### src/design/maxwell_field_stencil_update_top_macros.svh
// ----------------------------------------------------------------------------
// Assertion macros for the field stencil update block
// Same-cycle and next-cycle implication forms with async active-low reset.
// ----------------------------------------------------------------------------
`ifndef MAXWELL_FIELD_STENCIL_UPDATE_TOP_MACROS_SVH
`define MAXWELL_FIELD_STENCIL_UPDATE_TOP_MACROS_SVH

// same-cycle implication
`define MFSU_ASSERT_IMPL(label, clk, rst_n, ante, cons) \
	label: assert property (@(posedge clk) disable iff (!rst_n) (ante) |-> (cons)) \
		else $error("mfsu assertion failed");

// next-cycle implication
`define MFSU_ASSERT_NEXT(label, clk, rst_n, ante, cons) \
	label: assert property (@(posedge clk) disable iff (!rst_n) (ante) |=> (cons)) \
		else $error("mfsu assertion failed");

`endif

### src/design/mfsu_ram.sv
// ----------------------------------------------------------------------------
// mfsu_ram
// Generic single-write, single-read RAM with registered read data.
// ----------------------------------------------------------------------------
module mfsu_ram #(
	parameter int WIDTH = 32,
	parameter int DEPTH = 32
) (
	input  logic                     clk,
	input  logic                     wr_en,
	input  logic [$clog2(DEPTH)-1:0] wr_addr,
	input  logic [WIDTH-1:0]         wr_data,
	input  logic                     rd_en,
	input  logic [$clog2(DEPTH)-1:0] rd_addr,
	output logic [WIDTH-1:0]         rd_data
);

	logic [WIDTH-1:0] mem [DEPTH];

	always_ff @(posedge clk) begin
		if (wr_en) begin
			mem[wr_addr] <= wr_data;
		end
		if (rd_en) begin
			rd_data <= mem[rd_addr];
		end
	end

endmodule

### config.mk
export PLATFORM = sky130hd
export DESIGN_NAME = mfsu_ram
export DESIGN_NICKNAME = d
export VERILOG_FILES = /design/src/design/maxwell_field_stencil_update_top_macros.svh /design/src/design/mfsu_ram.sv
export SDC_FILE = /design/constraint.sdc
export NUM_CORES = 1
export LEC_CHECK = 0
export BUFFER_PORTS_ARGS = -buffer_cell sky130_fd_sc_hd__clkbuf_2
export CAP_MARGIN = 15
export CORE_UTILIZATION = 45
export DETAILED_ROUTE_END_ITERATION = 16
export GPL_TIMING_DRIVEN = 0
export PLACE_DENSITY = 0.67
export SYNTH_ARGS = -nofsm -noshare
export SYNTH_HDL_FRONTEND = slang
export SYNTH_SLANG_ARGS = --single-unit
### constraint.sdc
create_clock -name clk -period 4.5 [get_ports clk]
set_clock_uncertainty 0.2 [all_clocks]
set_input_delay 0.225 -clock clk [delete_from_list [all_inputs] [get_ports clk]]
set_output_delay 0.225 -clock clk [all_outputs]
set_load 0.02 [all_outputs]
==> qor.yml, run 1 <==
finish.net_count: 2517
ys_seq_area_share_pct: 77.71
worstSetupPathType: "in -> reg"
die_w_um: 303.1
grt_pass1_vias: 21740
dp_cells: 3543
fin_crit_ps: 2400
start_util_pct: 45.40
avgRoutedWirePerCell_um: 26.27
clk-insertion-delay-late_ps: 670
fmax_ghz: 0.4167
hold_buffers: 2
min_path_type: "in -> reg"
ys_types: 24
max-vdd-ir-drop_uv: 274.2
synth_top_family_by_area: "multiplexers"
yosysWarnings: 0
wl_mm: 98.00
min_path_cells: 1
path_max_fanout: 10
coreArea_mm2: 0.08987
vias: 21410
hold_viol_final: 0
synth_nets: 2305
maxCapViolations: 0
grt_usage_pct: 21.30
synth_compound_area_share_pct: 4.808
grt_pass1_wl_mm: 140.7
die-area_mm2: 0.09189
r2r-start: "mem[7][13]$_DFFE_PP_"
slew_headroom_pct: 24.18
status: "complete, no violations"
p_sw_w: 0.004390
io_pins: 77
grt_max_degree: 33
cts_buffers: 101
rows: 110
synth-simple-area-share_pct: 3.075
layout-drive-gt1-share_pct: 14.69
seq_power_share_pct: 52.4
final_core_util_pct: 52.44
clkTransAtPathRegs_ps: 60
ant_nets: 0
cp_data_arrival_time_ps: 2530
whs_ps: 33.10
reg2regPathDepth: 5
antenna_found_initial: 3
synth_xor_area_share_pct: 0
period_share_pct: 53.33
combPwrFrac_pct: 5.3
htreeDepth: 3
ctsLongestPathBuffers: 3
p_per_area_mw_per_mm2: 446.4
postSynthCellCount: 2260
cp-start-kind: "input port"
setup_violations: 0
rsz0062_at_grt: "false"
crit_path_end_kind: "flop"
avgSynthCellArea_um2: 18.06
ys_seq_elements: 1056
port_buffers: 75
drc: 0
syn_area_mm2: 0.04081
post-cts-setup-buffers: 0
synth_fa_ha_area_share_pct: 0
root_buffer: "clkbuf_16"
place_congestion: 0.8314
leakage_nw: 16.36
swShare_pct: 20.86
drt_iter0_drc: 2120
reg2reg_to: "rd_data[13]$_DFFE_PP_"
fp.dieH_um: 303.1
fin_cells: 3731
cp_data_required_time_ps: 4630
clkPwrFrac_pct: 42.3
maxSlewViolCount: 0
hold_end: "mem[11][26]$_DFFE_PP_"
post_cts_resized: 0
hpwlAfterDp_mm: 63.16
clock_sink_count: 1056
area_growth_pct: 15.50
via_per_inst: 5.739
worst_pin_slew_ps: 1137
regToRegSetupSlack_ps: 2350
internal_power_w: 0.01665
cts_tree: "done"
first_pass_iters: 6
synth.area.mux_share_pct: 12.56
grt-ovfl-total: 0
min_from: "wr_data[26]"
[worst max-delay path by stage]
stage                    start                     to  depth (start not counted)
finish              rd_addr[3]  rd_data[13]$_DFFE_PP_                          7
global route        rd_addr[4]  rd_data[11]$_DFFE_PP_                          7
CTS                 rd_addr[3]  rd_data[13]$_DFFE_PP_                          7
detailed placement  rd_addr[3]  rd_data[13]$_DFFE_PP_                          7
global placement    wr_addr[1]  mem[16][17]$_DFFE_PP_                          4
floorplan           wr_addr[1]   mem[12][0]$_DFFE_PP_                          3
[layer usage]
metal / global-route usage (%) / share of wire, %
met1: 27.11 / 40
met2: 36.77 / 51
met4: 6.688 / 2.5
met5: 0 / 0.022
met3: 4.155 / 7.4
[cells in the final DEF (no fill, tap or decap), types with 3 or more instances in the layout]
cell type,count
clkbuf_1,57
nand3_1,98
buf_4,33
nor3_1,32
a22o_1,64
edfxtp_1,1056
nand3b_1,5
mux2i_1,512
buf_1,5
nor2_4,32
buf_16,9
buf_6,15
a22oi_1,96
a31oi_1,32
clkbuf_2,75
or3b_2,3
clkinv_2,20
a21oi_1,96
bufinv_16,20
clkbuf_16,103
nand2_1,98
buf_12,23
clkinvlp_4,7
clkinv_1,17
buf_2,26
[per-stage QoR]
stage	power [W]	setup WS, ps	setup TNS (ps)	cell area (um2)
6_report	0.02104	2100	0	47130
5_1_grt	0.02157	2047	0	47130
4_1_cts	0.02113	2281	0	47120
3_5_place_dp	0.01234	1561	0	43600
3_3_place_gp	0.01228	-8.562	-100.5	42650
2_1_floorplan	0.01182	1641	0	40810
[sequential cells by signal, indices dropped and copies added (netlist names)]
register,cells
mem,1024
rd_data,32
[power by group through the flow]
stage	clock, W	sequential (W)	combinational [W]
after floorplan	0	0.0113	0.000565
after global placement	0	0.0112	0.00106
after detailed placement	0	0.0112	0.00112
after CTS	0.00899	0.0110	0.00112
after global routing	0.00936	0.0110	0.00119
final	0.00890	0.0110	0.00113
[layout make-up]
class                           instances  area, um2
Fill cell                            6993      42740
Sequential cell                      1056      31710
Multi-Input combinational cell       1077       8582
Clock buffer                          114       2619
Tap cell                             1176       1471
Timing Repair Buffer                  109       1104
Clock inverter                         70      884.6
Buffer                                127      753.2
Antenna cell                            2      5.005
[cells by family after synthesis]
logic type,count (synthesis)
compound gates,288
buf+inv,127
flops,1056
mux,512
simple gates,277
[cell usage after synthesis]
cell         n  area, um2
buf_6       15      168.9
a22oi_1     96      720.7
a21oi_1     96      480.5
or3_1        1      6.260
nor3_1      32      160.2
or3b_2       3      26.28
buf_1        5      18.77
a22o_1      64      560.5
nand2_1     98      367.9
and2b_1      1      7.510
nor2b_1      1      6.260
nand3b_1     5      37.54
clkbuf_4     2      15.01
buf_2       26      130.1
mux2i_1    512       5125
clkbuf_1    46      172.7
nand3_1     98      490.5
and2_1       1      6.260
buf_4       33      247.7
a31oi_1     32      200.2
nor2_1      34      127.6
nand2b_1     2      12.51
or2_2        1      6.260
edfxtp_1  1056      31710
[critical path, stage by stage]
cell	delay [ps]
clkbuf_2	200
or2_2	150
clkbuf_1	290
clkbuf_1	610
nor3_1	190
a31oi_1	510
nand3_1	340
(Power assumes the default switching activity.)
==> inputs of run 2 (changes only) <==
PLACE_DENSITY = 0.7   (was 0.67)
clock period = 2 ns   (was 4.5 ns; I/O delays follow)
==> run 2 against run 1 <==
Against the previous run: sequential cell count stayed put; cell area about the same; combinational power increased by 130%; clock power increased by 110%; register-to-register slack worse by 2300 ps.
==> qor.yml, run 2 (same netlist as run 1, synthesis figures left out) <==
clkPwrFrac_pct: 40.1  # -2.2 points
final_common_cell: "edfxtp_1"
swShare_pct: 21.25  # +0.39 points
path_max_fanout: 1  # -9
layout-drive-gt1-share_pct: 14.69  # about the same
worstSetupPathType: "reg -> reg"
wl_mm: 97.23  # -0.78%
m1WireLength_mm: 37.44  # -3.4%
clk-insertion-delay-late_ps: 670  # about the same
top_layer: "met4"
start_util_pct: 45.40  # unchanged
placedInstanceArea_mm2: 0.04350  # -0.23%
htreeDepth: 3  # unchanged
maxCapViolations: 0  # unchanged
finish.net_count: 2542  # +0.99%
avgRoutedWirePerCell_um: 25.91  # -1.4%
die_w_um: 303.1  # unchanged
grt_pass1_wl_mm: 139.9  # -0.58%
nFillCells: 6920  # -1.0%
final_cell_mix: "edfxtp_1 (1056), mux2i_1 (512), clkbuf_16 (103)"
die-area_mm2: 0.09189  # unchanged
period_share_pct: 98.11
leakage_nw: 16.36  # about the same
p_per_area_mw_per_mm2: 968.5  # +120%
p_sw_w: 0.009701  # +120%
regMostFlops: "mem"
fmax_ghz: 0.5096
min_path_type: "in -> reg"
clock_sink_count: 1056  # unchanged
design_area_mm2: 0.04712  # about the same
vias: 21570  # +0.74%
coreArea_mm2: 0.08987  # unchanged
first_pass_iters: 5  # -1
rsz0062_at_grt: "false"
fin_crit_ps: 1962
cts_tree: "done"
cp_cell_sequence: "mux2i_1 -> a22o_1 -> nor3_1 -> a31oi_1 -> nand3_1"
antenna_found_initial: 4  # +1
area_growth_pct: 15.48  # about the same
grt-ovfl-total: 0  # unchanged
drt_iter0_drc: 2213  # +4.4%
grt_pass1_vias: 21930  # +0.85%
ant_nets: 0  # unchanged
internal_power_w: 0.03594  # +120%
grt_max_degree: 33  # unchanged
cp_data_required_time_ps: 2150  # -2480 ps
seq_power_share_pct: 54.3  # +1.9 points
crit_slowest_cell: "a31oi_1"
wl_met3_mm: 7.927  # +9.8%
max-vdd-ir-drop_uv: 602.4  # +120%
grt_usage_pct: 21.14  # -0.16 points
place_congestion: 0.8584  # +3.2%
port_buffers: 75  # unchanged
ctsLongestPathBuffers: 3  # unchanged
largestRegisters: "mem x1024, rd_data x32"
drc: 0  # unchanged
hold_viol_final: 0  # unchanged
regToRegSetupSlack_ps: 40  # -2310 ps
via_per_inst: 5.747  # +0.15%
largest_reg_flops: 1024  # unchanged
fp.dieH_um: 303.1  # unchanged
setup_violations: 0  # unchanged
whs_ps: 30.52  # -2.582 ps
crit_path_end_kind: "flop"
clkTransAtPathRegs_ps: 60  # about the same
maxSlewViolCount: 0  # unchanged
p_total_w: 0.04564  # +120%
io_pins: 77  # unchanged
root_buffer: "clkbuf_16"
combPwrFrac_pct: 5.6  # +0.3 points
cp-start-kind: "flop"
wl_met2_mm: 49.33  # -0.39%
slew_headroom_pct: 26.51  # +2.3 points
cts_buffers: 100  # -0.99%
cp_data_arrival_time_ps: 2120  # -410 ps
critical_path.max_stage_delay_ps: 440  # -170 ps
status: "complete, no violations"
worst_pin_slew_ps: 1099  # -37.92 ps
hpwlAfterDp_mm: 62.06  # -1.7%
rows: 110  # unchanged
-- run 2: cell types whose count changed in the layout (fill, tap and decap cells not counted), sizes merged --
cell,previous run,this run
dlygate4sd3,2,26
bufinv,20,8
clkbuf,237,243
clkinvlp,7,3
clkinv,41,44
buf,111,113
diode,2,4
nor2,34,35
-- run 2: final timing paths --
path / start / to / cells past startpoint
setup / recovery: mem[3][16]$_DFFE_PP_ / rd_data[16]$_DFFE_PP_ / 5
hold / removal: wr_data[4] / mem[2][4]$_DFFE_PP_ / 1
setup reg to reg: mem[3][16]$_DFFE_PP_ / rd_data[16]$_DFFE_PP_ / 5
hold reg to reg: mem[10][26]$_DFFE_PP_ / rd_data[26]$_DFFE_PP_ / 4
-- run 2: layer usage --
| metal | vias to the layer above | track usage (%) |
|---|---|---|
| li1 | 9482 | - |
| met2 | 939 | 36.55 |
| met5 | - | 0 |
| met4 | 0 | 7.298 |
| met3 | 151 | 3.784 |
| met1 | 11000 | 26.80 |
-- run 2: cell type report --
| class | instances | area [um2] | share of cell area [%] |
|---|---|---|---|
| diodes | 4 | 10.01 | 0.02124 |
| plain buffers | 126 | 770.7 | 1.636 |
| clock buffers | 121 | 2645 | 5.613 |
| clock inverters | 57 | 509.2 | 1.081 |
| multi-input cells | 1078 | 8643 | 18.34 |
| flip-flops and latches | 1056 | 31710 | 67.29 |
| well taps | 1176 | 1471 | 3.122 |
| repair buffers | 135 | 1364 | 2.894 |
-- run 2: worst max-delay path: cells and delay by family (launching register included) --
family | cells | cell delay, ps
compound gates | 2 | 610
simple gates | 2 | 310
flops | 1 | 360
mux | 1 | 170
-- run 2: repair_timing --
action | CTS | global route
pin swaps | 3 | 2
endpoints found under the setup margin | 97 | 67
buffers inserted | 0 | 3
hold buffers | 26 | 0
gates cloned | 1 | 0
gates resized for setup | 6 | 26
endpoints found under the hold margin | 810 | 0
-- run 2: power by group through the flow --
stage | Clock, W | Sequential [W] | Combinational, W
final | 0.0183 | 0.0248 | 0.00257
after global routing | 0.0193 | 0.0248 | 0.00272
after CTS | 0.0185 | 0.0248 | 0.00255
after detailed placement | 0 | 0.0253 | 0.00249
after global placement | 0 | 0.0252 | 0.00238
after floorplan | 0 | 0.0253 | 0.00128
-- run 2: through the flow --
step / instances / setup TNS, ps / util, % / setup WS (ps)
detailed placement: 3539 / -361470 / 48.40 / -779.3
finish: 3753 / 0 / 52.43 / 37.71
floorplan: 2260 / -280220 / - / -460.3
CTS: 3743 / 0 / 52.22 / 3.131
global route: 3752 / 0 / 52.43 / 7.605
global placement: 3511 / -1425260 / 47.53 / -2126
